--- src/hdl/psrp_pkg.sv ---
// Shared types and constants for the pointing stick report processor.
// No dependencies.
package psrp_pkg;

   localparam logic [4:0] EV_SYNC = 5'd0;
   localparam logic [4:0] EV_KEY  = 5'd1;
   localparam logic [4:0] EV_REL  = 5'd2;
   localparam logic [4:0] EV_ABS  = 5'd3;

   localparam logic [9:0] CODE_REPORT   = 10'h000;
   localparam logic [9:0] CODE_X        = 10'h000;
   localparam logic [9:0] CODE_Y        = 10'h001;
   localparam logic [9:0] CODE_LEFT     = 10'h110;
   localparam logic [9:0] CODE_RIGHT    = 10'h111;
   localparam logic [9:0] CODE_MIDDLE   = 10'h112;
   localparam logic [9:0] CODE_PRESSURE = 10'h018;

   localparam logic [2:0] REG_RAW       = 3'd0;
   localparam logic [2:0] REG_SENS      = 3'd1;
   localparam logic [2:0] REG_SCROLL    = 3'd2;
   localparam logic [2:0] REG_TIMEOUT   = 3'd3;
   localparam logic [2:0] REG_PSEL      = 3'd4;
   localparam logic [2:0] REG_THRESHOLD = 3'd5;

   localparam logic       RESULT_BUTTON = 1'b0;
   localparam logic       RESULT_MOTION = 1'b1;

   localparam logic [2:0] BUTTON_NONE        = 3'd0;
   localparam logic [2:0] BUTTON_LEFT        = 3'd1;
   localparam logic [2:0] BUTTON_MIDDLE      = 3'd2;
   localparam logic [2:0] BUTTON_RIGHT       = 3'd3;
   localparam logic [2:0] BUTTON_WHEEL_UP    = 3'd4;
   localparam logic [2:0] BUTTON_WHEEL_DOWN  = 3'd5;
   localparam logic [2:0] BUTTON_WHEEL_LEFT  = 3'd6;
   localparam logic [2:0] BUTTON_WHEEL_RIGHT = 3'd7;

   localparam logic signed [31:0] PRESSURE_MAX = 32'sd250;
   localparam logic [8:0]         DIV_BASE     = 9'd256;

   // classified word handed from the front part to the back part
   typedef struct packed {
      logic [4:0]         kind;    // EV_* (only sync/key/rel/abs pass)
      logic [9:0]         code;
      logic signed [31:0] value;
      logic [31:0]        now_ms;
   } event_type;

   typedef struct packed {
      logic               kind;
      logic [2:0]         button;
      logic               down;
      logic signed [31:0] move_x;
      logic signed [31:0] move_y;
      logic               last;
   } result_type;

   function automatic logic signed [31:0] sat32(input logic signed [63:0] v);
      if (v > 64'sd2147483647)       return 32'sh7fffffff;
      else if (v < -64'sd2147483648) return 32'sh80000000;
      else                           return v[31:0];
   endfunction

endpackage

--- src/hdl/pointing_stick_report_processor_unit.sv ---
// Top level of the pointing stick report processor.
// Depends on psrp_pkg, psrp_front, psrp_back.
//
// Event words (sync, key, relative, absolute) enter on the req_ channel and
// land in a two-entry queue; ignored words are accepted and dropped there, and
// req_stall rises only while the queue is full. The back part takes one queued
// word at a time. A sync report that ends in scaled motion goes through the
// sequencing steps plus two passes of the shift-subtract divider, one per axis.
// Scroll hold adds wheel clicks; raw mode skips the divider; runs that stop
// early are shorter. Any cycle in which a result word is due waits while the
// result register is stalled. Result words leave on the rsp_ channel in order,
// the last one of a run flagged by rsp_last_of_run. Registers are written on
// the csr_ port and must only change while no word is in flight.
module pointing_stick_report_processor_unit (
   input  logic               clock,
   input  logic               reset,
   input  logic               csr_write,
   input  logic [2:0]         csr_index,
   input  logic [15:0]        csr_data,
   input  logic               req_valid,
   output logic               req_stall,
   input  logic [4:0]         req_event_type,
   input  logic [9:0]         req_event_code,
   input  logic signed [31:0] req_event_value,
   input  logic [31:0]        req_now_ms,
   output logic               rsp_valid,
   input  logic               rsp_stall,
   output logic               rsp_result_kind,
   output logic [2:0]         rsp_button_number,
   output logic               rsp_button_down,
   output logic signed [31:0] rsp_move_x,
   output logic signed [31:0] rsp_move_y,
   output logic               rsp_last_of_run
);
   import psrp_pkg::*;

   // register file
   logic raw_ff, scroll_ff, psel_ff;
   logic [7:0] sens_ff;
   logic [15:0] tmo_ff;
   logic [6:0] thr_ff;

   always_ff @(posedge clock) begin
      if (reset) begin
         raw_ff <= 1'b0; sens_ff <= 8'd100; scroll_ff <= 1'b1;
         tmo_ff <= 16'd100; psel_ff <= 1'b0; thr_ff <= 7'd8;
      end else if (csr_write) begin
         unique case (csr_index)
            REG_RAW:       raw_ff    <= csr_data[0];
            REG_SENS:      sens_ff   <= csr_data[7:0];
            REG_SCROLL:    scroll_ff <= csr_data[0];
            REG_TIMEOUT:   tmo_ff    <= csr_data;
            REG_PSEL:      psel_ff   <= csr_data[0];
            REG_THRESHOLD: thr_ff    <= csr_data[6:0];
            default: ;
         endcase
      end
   end

   // queue between front and back
   logic q_valid, q_take;
   event_type q_word;
   result_type r;

   psrp_front u_front (
      .clock, .reset, .req_valid, .req_stall, .req_event_type, .req_event_code,
      .req_event_value, .req_now_ms, .q_valid, .q_take, .q_word
   );

   psrp_back u_back (
      .clock, .reset, .cfg_raw(raw_ff), .cfg_sens(sens_ff), .cfg_scroll(scroll_ff),
      .cfg_timeout(tmo_ff), .cfg_psel(psel_ff), .cfg_threshold(thr_ff),
      .q_valid, .q_take, .q_word, .out_valid(rsp_valid), .out_stall(rsp_stall),
      .out_word(r)
   );

   // result word fields
   assign rsp_result_kind   = r.kind;
   assign rsp_button_number = r.button;
   assign rsp_button_down   = r.down;
   assign rsp_move_x        = r.move_x;
   assign rsp_move_y        = r.move_y;
   assign rsp_last_of_run   = r.last;
endmodule

--- src/hdl/psrp_front.sv ---
// Front part: accepts input words, drops ignored events, queues the rest.
// Depends on psrp_pkg.
module psrp_front (
   input  logic                 clock,
   input  logic                 reset,
   input  logic                 req_valid,
   output logic                 req_stall,
   input  logic [4:0]           req_event_type,
   input  logic [9:0]           req_event_code,
   input  logic signed [31:0]   req_event_value,
   input  logic [31:0]          req_now_ms,
   output logic                 q_valid,
   input  logic                 q_take,
   output psrp_pkg::event_type  q_word
);
   import psrp_pkg::*;

   // two-entry queue
   event_type  mem_ff [2];
   event_type  mem_in;
   logic       wr_ptr_ff, rd_ptr_ff;
   logic [1:0] count_ff;
   logic       keep, push;

   always_comb begin
      keep = 1'b0;
      case (req_event_type)
         EV_SYNC: keep = (req_event_code == CODE_REPORT);
         EV_KEY:  keep = (req_event_code == CODE_LEFT) || (req_event_code == CODE_RIGHT) ||
                         (req_event_code == CODE_MIDDLE);
         EV_REL:  keep = (req_event_code == CODE_X) || (req_event_code == CODE_Y);
         EV_ABS:  keep = (req_event_code == CODE_X) || (req_event_code == CODE_Y) ||
                         (req_event_code == CODE_PRESSURE);
         default: keep = 1'b0;
      endcase
      mem_in = '{kind: req_event_type, code: req_event_code,
                 value: req_event_value, now_ms: req_now_ms};
   end

   assign req_stall = (count_ff == 2'd2);
   assign push      = req_valid && !req_stall && keep;
   assign q_valid   = (count_ff != 2'd0);
   assign q_word    = mem_ff[rd_ptr_ff];

   always_ff @(posedge clock) begin
      if (push) mem_ff[wr_ptr_ff] <= mem_in;
      if (reset) begin
         wr_ptr_ff <= 1'b0;
         rd_ptr_ff <= 1'b0;
         count_ff  <= 2'd0;
      end else begin
         if (push) wr_ptr_ff <= !wr_ptr_ff;
         if (q_take) rd_ptr_ff <= !rd_ptr_ff;
         count_ff <= count_ff + {1'b0, push} - {1'b0, q_take};
      end
   end
endmodule

--- src/hdl/psrp_div.sv ---
// Restoring divider: 32-bit signed dividend by 9-bit positive divisor,
// truncating toward zero. One quotient bit per cycle. Depends on psrp_pkg.
module psrp_div (
   input  logic                clock,
   input  logic                reset,
   input  logic                start,
   input  logic signed [31:0]  dividend,
   input  logic [8:0]          divisor,
   output logic                done,
   output logic signed [31:0]  quotient
);
   import psrp_pkg::*;

   logic        busy_ff;
   logic        done_ff;
   logic [5:0]  cnt_ff;
   logic [31:0] mag_ff;
   logic [8:0]  rem_ff, dvs_ff;
   logic        neg_ff;
   logic [9:0]  trial;
   logic [32:0] qmag;

   assign trial = {rem_ff, mag_ff[31]} - {1'b0, dvs_ff};
   assign qmag  = {1'b0, mag_ff};
   // a magnitude of 2^31 only comes from a negative dividend, so nothing clips
   assign quotient = neg_ff ? sat32(-$signed({31'd0, qmag})) : sat32($signed({31'd0, qmag}));
   assign done     = done_ff;

   always_ff @(posedge clock) begin
      if (reset) begin
         busy_ff <= 1'b0;
         done_ff <= 1'b0;
         cnt_ff  <= 6'd0;
      end else begin
         done_ff <= 1'b0;
         if (start) begin
            busy_ff <= 1'b1;
            cnt_ff  <= 6'd32;
         end else if (busy_ff) begin
            cnt_ff <= cnt_ff - 6'd1;
            if (cnt_ff == 6'd1) begin
               busy_ff <= 1'b0;
               done_ff <= 1'b1;
            end
         end
      end
      if (start) begin
         mag_ff <= dividend[31] ? (~dividend + 32'd1) : dividend;
         neg_ff <= dividend[31];
         rem_ff <= 9'd0;
         dvs_ff <= divisor;
      end else if (busy_ff) begin
         if (!trial[9]) begin
            rem_ff <= trial[8:0];
            mag_ff <= {mag_ff[30:0], 1'b1};
         end else begin
            rem_ff <= {rem_ff[7:0], mag_ff[31]};
            mag_ff <= {mag_ff[30:0], 1'b0};
         end
      end
   end
endmodule

--- src/hdl/psrp_back.sv ---
// Back part: keeps stick state, runs a report sequencer, emits result words.
// Depends on psrp_pkg and psrp_div.
module psrp_back (
   input  logic                 clock,
   input  logic                 reset,
   input  logic                 cfg_raw,
   input  logic [7:0]           cfg_sens,
   input  logic                 cfg_scroll,
   input  logic [15:0]          cfg_timeout,
   input  logic                 cfg_psel,
   input  logic [6:0]           cfg_threshold,
   input  logic                 q_valid,
   output logic                 q_take,
   input  psrp_pkg::event_type  q_word,
   output logic                 out_valid,
   input  logic                 out_stall,
   output psrp_pkg::result_type out_word
);
   import psrp_pkg::*;

   localparam logic [3:0] ST_IDLE   = 4'd0;
   localparam logic [3:0] ST_RIGHT  = 4'd1;
   localparam logic [3:0] ST_PSEL   = 4'd2;
   localparam logic [3:0] ST_MID    = 4'd3;
   localparam logic [3:0] ST_MUP    = 4'd4;
   localparam logic [3:0] ST_PRESS  = 4'd5;
   localparam logic [3:0] ST_MULX   = 4'd6;
   localparam logic [3:0] ST_MULY   = 4'd7;
   localparam logic [3:0] ST_DIVX   = 4'd8;
   localparam logic [3:0] ST_DIVY   = 4'd9;
   localparam logic [3:0] ST_MOTION = 4'd10;
   localparam logic [3:0] ST_SCRY   = 4'd11;
   localparam logic [3:0] ST_SCRYU  = 4'd12;
   localparam logic [3:0] ST_SCRX   = 4'd13;
   localparam logic [3:0] ST_SCRXU  = 4'd14;
   localparam logic [3:0] ST_FINISH = 4'd15;

   logic [3:0]         state_ff, state_in;
   logic signed [31:0] dx_ff, dx_in, dy_ff, dy_in, pres_ff, pres_in;
   logic signed [31:0] sx_ff, sx_in, sy_ff, sy_in;
   logic               left_ff, left_in, right_ff, right_in, mid_ff, mid_in;
   logic               latch_ff, latch_in, psel_ff, psel_in;
   logic [31:0]        dead_ff, dead_in, now_ff, now_in;

   // result register, plus one parked word that waits until we know if it is last
   logic               ov_ff, ov_in;
   result_type         ow_ff, ow_in, park_ff, park_in;
   logic               emit;
   result_type         emit_word;
   logic               slot_free;

   logic               div_start, div_done;
   logic signed [31:0] div_a, div_q;
   logic [8:0]         divisor;
   logic signed [31:0] mul_a, prod_sat;
   logic signed [40:0] prod;
   logic signed [31:0] dzx, dzy;
   logic               pres_ok;
   logic [31:0]        diff;
   logic [2:0]         wheel_y, wheel_x;

   function automatic result_type btn(input logic [2:0] b, input logic d, input logic l);
      return '{kind: RESULT_BUTTON, button: b, down: d, move_x: 32'sd0, move_y: 32'sd0,
               last: l};
   endfunction

   assign out_valid = ov_ff;
   assign out_word  = ow_ff;
   assign slot_free = !ov_ff || !out_stall;
   assign q_take    = (state_ff == ST_IDLE) && q_valid;

   assign divisor  = DIV_BASE - {1'b0, cfg_sens};
   assign dzx      = (!cfg_raw && dx_ff >= -32'sd2 && dx_ff <= 32'sd2) ? 32'sd0 : dx_ff;
   assign dzy      = (!cfg_raw && dy_ff >= -32'sd2 && dy_ff <= 32'sd2) ? 32'sd0 : dy_ff;
   assign pres_ok  = (pres_ff > 32'sd0) && (pres_ff <= PRESSURE_MAX);
   assign diff     = dead_ff - now_ff;
   // pressure is 1..250 once scaling starts, so 8 bits of it suffice
   assign mul_a    = (state_ff == ST_MULX) ? dx_ff : dy_ff;
   assign prod     = mul_a * $signed({1'b0, pres_ff[7:0]});
   assign prod_sat = sat32(64'(prod));
   assign div_a    = (state_ff == ST_MULY) ? sx_ff : sy_ff;
   assign wheel_y  = sy_ff[31] ? BUTTON_WHEEL_UP : BUTTON_WHEEL_DOWN;
   assign wheel_x  = sx_ff[31] ? BUTTON_WHEEL_LEFT : BUTTON_WHEEL_RIGHT;

   psrp_div u_div (
      .clock(clock), .reset(reset), .start(div_start), .dividend(div_a),
      .divisor(divisor), .done(div_done), .quotient(div_q)
   );

   always_comb begin
      state_in  = state_ff;
      dx_in     = dx_ff;
      dy_in     = dy_ff;
      pres_in   = pres_ff;
      sx_in     = sx_ff;
      sy_in     = sy_ff;
      left_in   = left_ff;
      right_in  = right_ff;
      mid_in    = mid_ff;
      latch_in  = latch_ff;
      psel_in   = psel_ff;
      dead_in   = dead_ff;
      now_in    = now_ff;
      ov_in     = ov_ff && out_stall;
      ow_in     = ow_ff;
      park_in   = park_ff;
      emit      = 1'b0;
      emit_word = btn(BUTTON_LEFT, 1'b0, 1'b0);
      div_start = 1'b0;
      unique case (state_ff)
         ST_IDLE: if (q_valid) begin
            unique case (q_word.kind)
               EV_SYNC: begin
                  now_in   = q_word.now_ms;
                  park_in  = btn(BUTTON_LEFT, left_ff, 1'b0);
                  state_in = ST_RIGHT;
               end
               EV_KEY: begin
                  if (q_word.code == CODE_LEFT)   left_in  = (q_word.value != 0);
                  if (q_word.code == CODE_RIGHT)  right_in = (q_word.value != 0);
                  if (q_word.code == CODE_MIDDLE) mid_in   = (q_word.value != 0);
               end
               EV_REL: begin
                  if (q_word.code == CODE_X) dx_in = sat32(64'(dx_ff) + 64'(q_word.value));
                  else dy_in = sat32(64'(dy_ff) + 64'(q_word.value));
               end
               EV_ABS: begin
                  if (q_word.code == CODE_X) dx_in = q_word.value;
                  else if (q_word.code == CODE_Y) dy_in = q_word.value;
                  else pres_in = q_word.value;
               end
               default: ;
            endcase
         end
         ST_RIGHT: if (slot_free) begin
            emit      = 1'b1;
            emit_word = btn(BUTTON_RIGHT, right_ff, 1'b0);
            state_in  = ST_PSEL;
         end
         ST_PSEL: if (slot_free) begin
            if (!cfg_raw && cfg_psel) begin
               if (pres_ff > $signed({25'd0, cfg_threshold})) begin
                  psel_in   = 1'b1;
                  emit      = 1'b1;
                  emit_word = btn(BUTTON_LEFT, 1'b1, 1'b0);
               end else if (psel_ff) begin
                  psel_in   = 1'b0;
                  emit      = 1'b1;
                  emit_word = btn(BUTTON_LEFT, 1'b0, 1'b0);
               end
            end
            state_in = ST_MID;
         end
         ST_MID: if (slot_free) begin
            if (cfg_scroll) begin
               if (mid_ff) begin
                  if (!latch_ff) begin
                     latch_in = 1'b1;
                     dead_in  = {16'd0, cfg_timeout} + now_ff;
                     state_in = ST_FINISH;
                  end else begin
                     state_in = ST_PRESS;
                  end
               end else if (latch_ff) begin
                  latch_in = 1'b0;
                  // released before the deadline: middle click ends the run
                  if (diff != 32'd0 && !diff[31]) begin
                     emit      = 1'b1;
                     emit_word = btn(BUTTON_MIDDLE, 1'b1, 1'b0);
                     state_in  = ST_MUP;
                  end else begin
                     state_in = ST_PRESS;
                  end
               end else begin
                  state_in = ST_PRESS;
               end
            end else begin
               emit      = 1'b1;
               emit_word = btn(BUTTON_MIDDLE, mid_ff, 1'b0);
               state_in  = ST_PRESS;
            end
         end
         ST_MUP: if (slot_free) begin
            emit      = 1'b1;
            emit_word = btn(BUTTON_MIDDLE, 1'b0, 1'b0);
            state_in  = ST_FINISH;
         end
         ST_PRESS: begin
            if (pres_ok) begin
               dx_in    = dzx;
               dy_in    = dzy;
               state_in = ST_MULX;
            end else begin
               state_in = ST_FINISH;
            end
         end
         ST_MULX: begin
            sx_in    = prod_sat;
            state_in = ST_MULY;
         end
         ST_MULY: begin
            sy_in = prod_sat;
            if (cfg_raw) begin
               state_in = ST_MOTION;
            end else begin
               div_start = 1'b1;
               state_in  = ST_DIVX;
            end
         end
         ST_DIVX: if (div_done) begin
            sx_in     = div_q;
            div_start = 1'b1;
            state_in  = ST_DIVY;
         end
         ST_DIVY: if (div_done) begin
            sy_in    = div_q;
            state_in = ST_MOTION;
         end
         ST_MOTION: begin
            if (!cfg_scroll || !latch_ff) begin
               if (slot_free) begin
                  emit      = 1'b1;
                  emit_word = '{kind: RESULT_MOTION, button: BUTTON_NONE, down: 1'b0,
                                move_x: sx_ff, move_y: sy_ff, last: 1'b0};
                  state_in  = ST_FINISH;
               end
            end else begin
               state_in = ST_SCRY;
            end
         end
         ST_SCRY: begin
            if (sy_ff == 32'sd0) begin
               state_in = ST_SCRX;
            end else if (slot_free) begin
               emit      = 1'b1;
               emit_word = btn(wheel_y, 1'b1, 1'b0);
               state_in  = ST_SCRYU;
            end
         end
         ST_SCRYU: if (slot_free) begin
            emit      = 1'b1;
            emit_word = btn(wheel_y, 1'b0, 1'b0);
            state_in  = ST_SCRX;
         end
         ST_SCRX: begin
            if (sx_ff == 32'sd0) begin
               state_in = ST_FINISH;
            end else if (slot_free) begin
               emit      = 1'b1;
               emit_word = btn(wheel_x, 1'b1, 1'b0);
               state_in  = ST_SCRXU;
            end
         end
         ST_SCRXU: if (slot_free) begin
            emit      = 1'b1;
            emit_word = btn(wheel_x, 1'b0, 1'b0);
            state_in  = ST_FINISH;
         end
         ST_FINISH: if (slot_free) begin
            // parked word is the final one of the run
            ov_in      = 1'b1;
            ow_in      = park_ff;
            ow_in.last = 1'b1;
            if (cfg_raw) begin
               dx_in = 32'sd0;
               dy_in = 32'sd0;
            end
            state_in = ST_IDLE;
         end
         default: state_in = ST_IDLE;
      endcase
      // a new word pushes the parked one into the result register
      if (emit) begin
         ov_in   = 1'b1;
         ow_in   = park_ff;
         park_in = emit_word;
      end
   end

   always_ff @(posedge clock) begin
      if (reset) begin
         state_ff <= ST_IDLE;
         dx_ff    <= 32'sd0;
         dy_ff    <= 32'sd0;
         pres_ff  <= 32'sd1;
         left_ff  <= 1'b0;
         right_ff <= 1'b0;
         mid_ff   <= 1'b0;
         latch_ff <= 1'b0;
         psel_ff  <= 1'b0;
         dead_ff  <= 32'd0;
         ov_ff    <= 1'b0;
      end else begin
         state_ff <= state_in;
         dx_ff    <= dx_in;
         dy_ff    <= dy_in;
         pres_ff  <= pres_in;
         left_ff  <= left_in;
         right_ff <= right_in;
         mid_ff   <= mid_in;
         latch_ff <= latch_in;
         psel_ff  <= psel_in;
         dead_ff  <= dead_in;
         ov_ff    <= ov_in;
      end
   end

   always_ff @(posedge clock) begin
      sx_ff   <= sx_in;
      sy_ff   <= sy_in;
      now_ff  <= now_in;
      ow_ff   <= ow_in;
      park_ff <= park_in;
   end
endmodule

--- config.mk ---
export PLATFORM = sky130hd
export DESIGN_NAME = pointing_stick_report_processor_unit
export DESIGN_NICKNAME = d
export VERILOG_FILES = /design/src/hdl/psrp_pkg.sv /design/src/hdl/pointing_stick_report_processor_unit.sv /design/src/hdl/psrp_front.sv /design/src/hdl/psrp_div.sv /design/src/hdl/psrp_back.sv
export SDC_FILE = /design/constraint.sdc
export NUM_CORES = 2
export LEC_CHECK = 0
export CORE_AREA = 2 2 320 559
export DETAILED_ROUTE_END_ITERATION = 10
export DIE_AREA = 0 0 322 561
export DONT_BUFFER_PORTS = 1
export HOLD_SLACK_MARGIN = 0.06
export PLACE_DENSITY = 0.45
export SLEW_MARGIN = 20
export SYNTH_ARGS = -nofsm -noshare
export SYNTH_HDL_FRONTEND = slang
export SYNTH_SLANG_ARGS = --single-unit
--- constraint.sdc ---
create_clock -name clock -period 7.7 [get_ports clock]
set_input_delay 0.77 -clock clock [delete_from_list [all_inputs] [get_ports clock]]
set_output_delay 0.77 -clock clock [all_outputs]
set_load 0.05 [all_outputs]
==> results.md <==
- Result of the run: finished, final reports clean
- Worst endpoint data arrival time: 7560 ps
- Wire length of the first global-routing pass: 215.1 mm
- Floorplan core area: 0.1761 mm^2
- TritonCTS Sinks: 629
- Number of remaining DRC errors: 0
- Startpoint types: register
- Utilization after layout: 0.2772
- Number of distinct library cells after synthesis: 112
- Sum of buffers and inverters on the critical path: 7
- Worst min-delay path category: in -> reg
- Worst stage delay on the critical path: 650 ps
- Number of CTS-inserted buffers: 69
- Capturing element type of the critical path: register
- Leakage power summed over all cells: 19.42 nW
- Die Span Y: 561 um
- Clock tree from TritonCTS: done
- Final Hold Fails: 0
- Clk Latency, worst-skew pair: 690 ps
- Placement Rows: 204
- DPL Wire Length: 108.8 mm
- Nets in the synthesized netlist: 5012
- Average size of a mapped cell: 9.745 um^2
- Die Wd: 322 um
- Cells after DPL: 6645
- Total Die Area: 0.1806 mm^2
- Number of buffers on the longest clock path: 3
- Maximum VDD drop: 214.2 uV
- Timing-limited maximum frequency: 139.6 MHz
- Proportion of register bits with asynchronous set or reset after synthesis: 0
- Initial core utilization: 0.2484
- Slowest-stage cell, CP: sky130_fd_sc_hd__fa_1
- Layout Area Growth over Synthesis: 11.58%
- Clk root buf: sky130_fd_sc_hd__clkbuf_16
- Total global routing overflow: 0
- Dominant delay contributor by cell family on the critical path: adder cells
- Vias: 33450
- Drt via density: 4.938
- Actual transition at the worst max-transition pin: 1118 ps
- Total Wirelength: 140.1 mm
- Most common cell after layout, fill and taps aside: sky130_fd_sc_hd__edfxtp_1
- Portion of the post-synthesis area used by sequential elements: 0.3874
- Hold buffer count at cts: 0
- Count of placed standard cells in the final layout, fillers left out: 6773
- Post-synthesis cell area: 0.04375 mm^2
- Number of nets in the finished design: 4973
- H-tree level count: 3
- Pin count of the biggest net entering global routing: 132
- I/O pin total: 175
- Number of max-slew violations in the final report: 0
- Count of flip-flops with a built-in enable after synthesis: 435
- Global placement routability congestion: 0.8791
- Commonest cells after routing, fill and taps aside: 435 x sky130_fd_sc_hd__edfxtp_1, 409 x sky130_fd_sc_hd__inv_1, 374 x sky130_fd_sc_hd__nand2_1, 301 x sky130_fd_sc_hd__nor2_1, 291 x sky130_fd_sc_hd__a21oi_1
- Crit-path max FO: 33
- Final routed wire length divided by cell count: 20.68 um
- Port Buffer Count: 0
- Predominant post-synthesis flop cell: sky130_fd_sc_hd__edfxtp_1
- Total power divided by cell area: 176.3 mW/mm^2
- Clock transition at the registers of the reported paths: 60 ps
- Setup bufs post-CTS: 0
- Total routing usage reported by global routing: 0.1547
- First drt pass iteration count: 7
- First DRT Iteration DRCs: 1826
- Final worst path period need: 7163 ps
- Max-cap viol count: 0
- List of cells traversed by the critical path: nand2_1 -> nor3_2 -> buf_12 -> mux2_2 -> nand2_1 -> inv_1 -> fa_1 -> inv_1 -> fa_1 -> inv_1 -> fa_1 -> fa_1 -> ha_1 -> inv_1 -> o21bai_1 -> a21oi_1 -> o31ai_1 -> or3_1 -> a2111oi_0 -> o2111ai_1 -> buf_4 -> o31ai_4 -> buf_12 -> a22oi_1
- Worst slew margin relative to its limit: 0.2545
- Number of synthesis warnings: 0
- Register bit count reported by yosys: 629
- Reg2reg setup slack: 540 ps
- Number of setup violations in the final report: 0
- Vias in the first global route: 34490
- Critical Setup Path Class: reg -> reg
- Number of antenna violations at the first check in global routing: 2
- Mapped Cells: 4489
- Required time of the critical path: 8100 ps
- Share of the clock period used by the worst path: 0.9302
- Post-route clock skew: 33.62 ps
- Share of cells above drive strength 1: 0.08080
- Post-route ant nets: 0
layout make-up:
cell class / instances / area, um^2
Tap cell: 2266 / 2835
Multi-Input combinational cell: 3249 / 24570
Antenna cell: 2 / 5.005
Clock inverter: 41 / 369.1
Fill cell: 18670 / 127300
Sequential cell: 629 / 16950
Timing Repair Buffer: 91 / 737.0
Inverter: 410 / 1539
Clock buffer: 85 / 1807
stage by stage:
step	total power (W)	setup TNS [ps]	hold slack, ps	area, um^2	setup WS [ps]
2_1_floorplan	0.004941	0	400.3	43750	179.6
3_3_place_gp	0.005374	0	401.5	46610	125.2
3_5_place_dp	0.005386	0	404.5	46620	403.7
4_1_cts	0.008741	0	118.0	48790	390.5
5_1_grt	0.008999	-10.56	134.8	48810	-10.56
6_report	0.008605	0	166.7	48810	537.5
worst paths after layout:
| check | start | cells after the start | end |
|---|---|---|---|
| worst max-delay path | u_back.state_ff[1] | 24 | u_back.sy_ff[25] |
| worst min-delay path | reset | 1 | u_back.dx_ff[24] |
| worst max register to register | u_back.state_ff[1] | 24 | u_back.sy_ff[25] |
| worst min register to register | u_back.park_ff[66] | 0 | u_back.out_word[66] |
registers in the layout (all words and copies together) (netlist names), 7 cells and up, named ones only:
signal,count
tmo_ff,16
sens_ff,8
u_back.out_word,70
u_back.pres_ff,32
u_front.mem_ff,158
u_back.now_ff,32
u_back.u_div.mag_ff,32
u_back.u_div.rem_ff,9
u_back.park_ff,69
u_back.dead_ff,32
thr_ff,7
u_back.u_div.dvs_ff,9
u_back.sy_ff,32
u_back.sx_ff,32
u_back.dy_ff,32
u_back.dx_ff,32
synth_stat cells, drive strengths merged (23+ instances only):
cell type | count | area (um^2)
edfxtp | 435 | 13060
inv | 409 | 1535
nand2 | 375 | 1410
nor2 | 306 | 1151
a21oi | 304 | 1567
ha | 217 | 2715
and2 | 216 | 1351
fa | 203 | 4064
dfxtp | 194 | 3884
o21ai | 160 | 804.5
clkbuf | 149 | 559.3
a211oi | 105 | 793.3
nor3 | 103 | 530.5
mux2i | 101 | 1011
xnor2 | 95 | 832.1
nand3 | 77 | 435.4
mux2 | 69 | 777.0
nor4 | 68 | 446.7
a22oi | 66 | 505.5
xor2 | 65 | 569.3
a21o | 61 | 457.9
nand4 | 60 | 375.4
buf | 52 | 291.5
nor2b | 47 | 294.0
o22ai | 45 | 287.8
a31oi | 42 | 262.8
nand2b | 41 | 256.5
o21a | 36 | 270.3
and3 | 34 | 212.7
o31ai | 32 | 255.3
or3 | 30 | 207.7
o21bai | 26 | 195.2
o211ai | 23 | 182.7
timing repair:
item,4_1_cts,5_1_grt
resized for setup,0,5
setup endpoints to repair,0,62
endpoints found under the hold margin,0,0
kinds of logic after synthesis:
logic type,after synthesis,synth area share
and+or+nand+nor,1434,0.1667
AOI/OAI and AO/OA,1064,0.1632
DFF,629,0.3874
buffers and inverters,611,0.05463
adders and majority gates,421,0.1552
muxes,170,0.04087
xor gates and xnor gates,160,0.03203
metal layers:
layer | global-route usage | wire length [um]
met4 | 0.05806 | 5063
met2 | 0.2890 | 74140
met5 | 0 | 13
met3 | 0.02329 | 5310
met1 | 0.1749 | 55530
power breakdown:
part           internal [W]  leakage, nW  switching, W
clock               0.00180         1.05       0.00150
combinational      0.000527         12.8      0.000851
sequential          0.00375         5.54      0.000177
total               0.00607         19.4       0.00253
(Power assumes the default switching activity.)
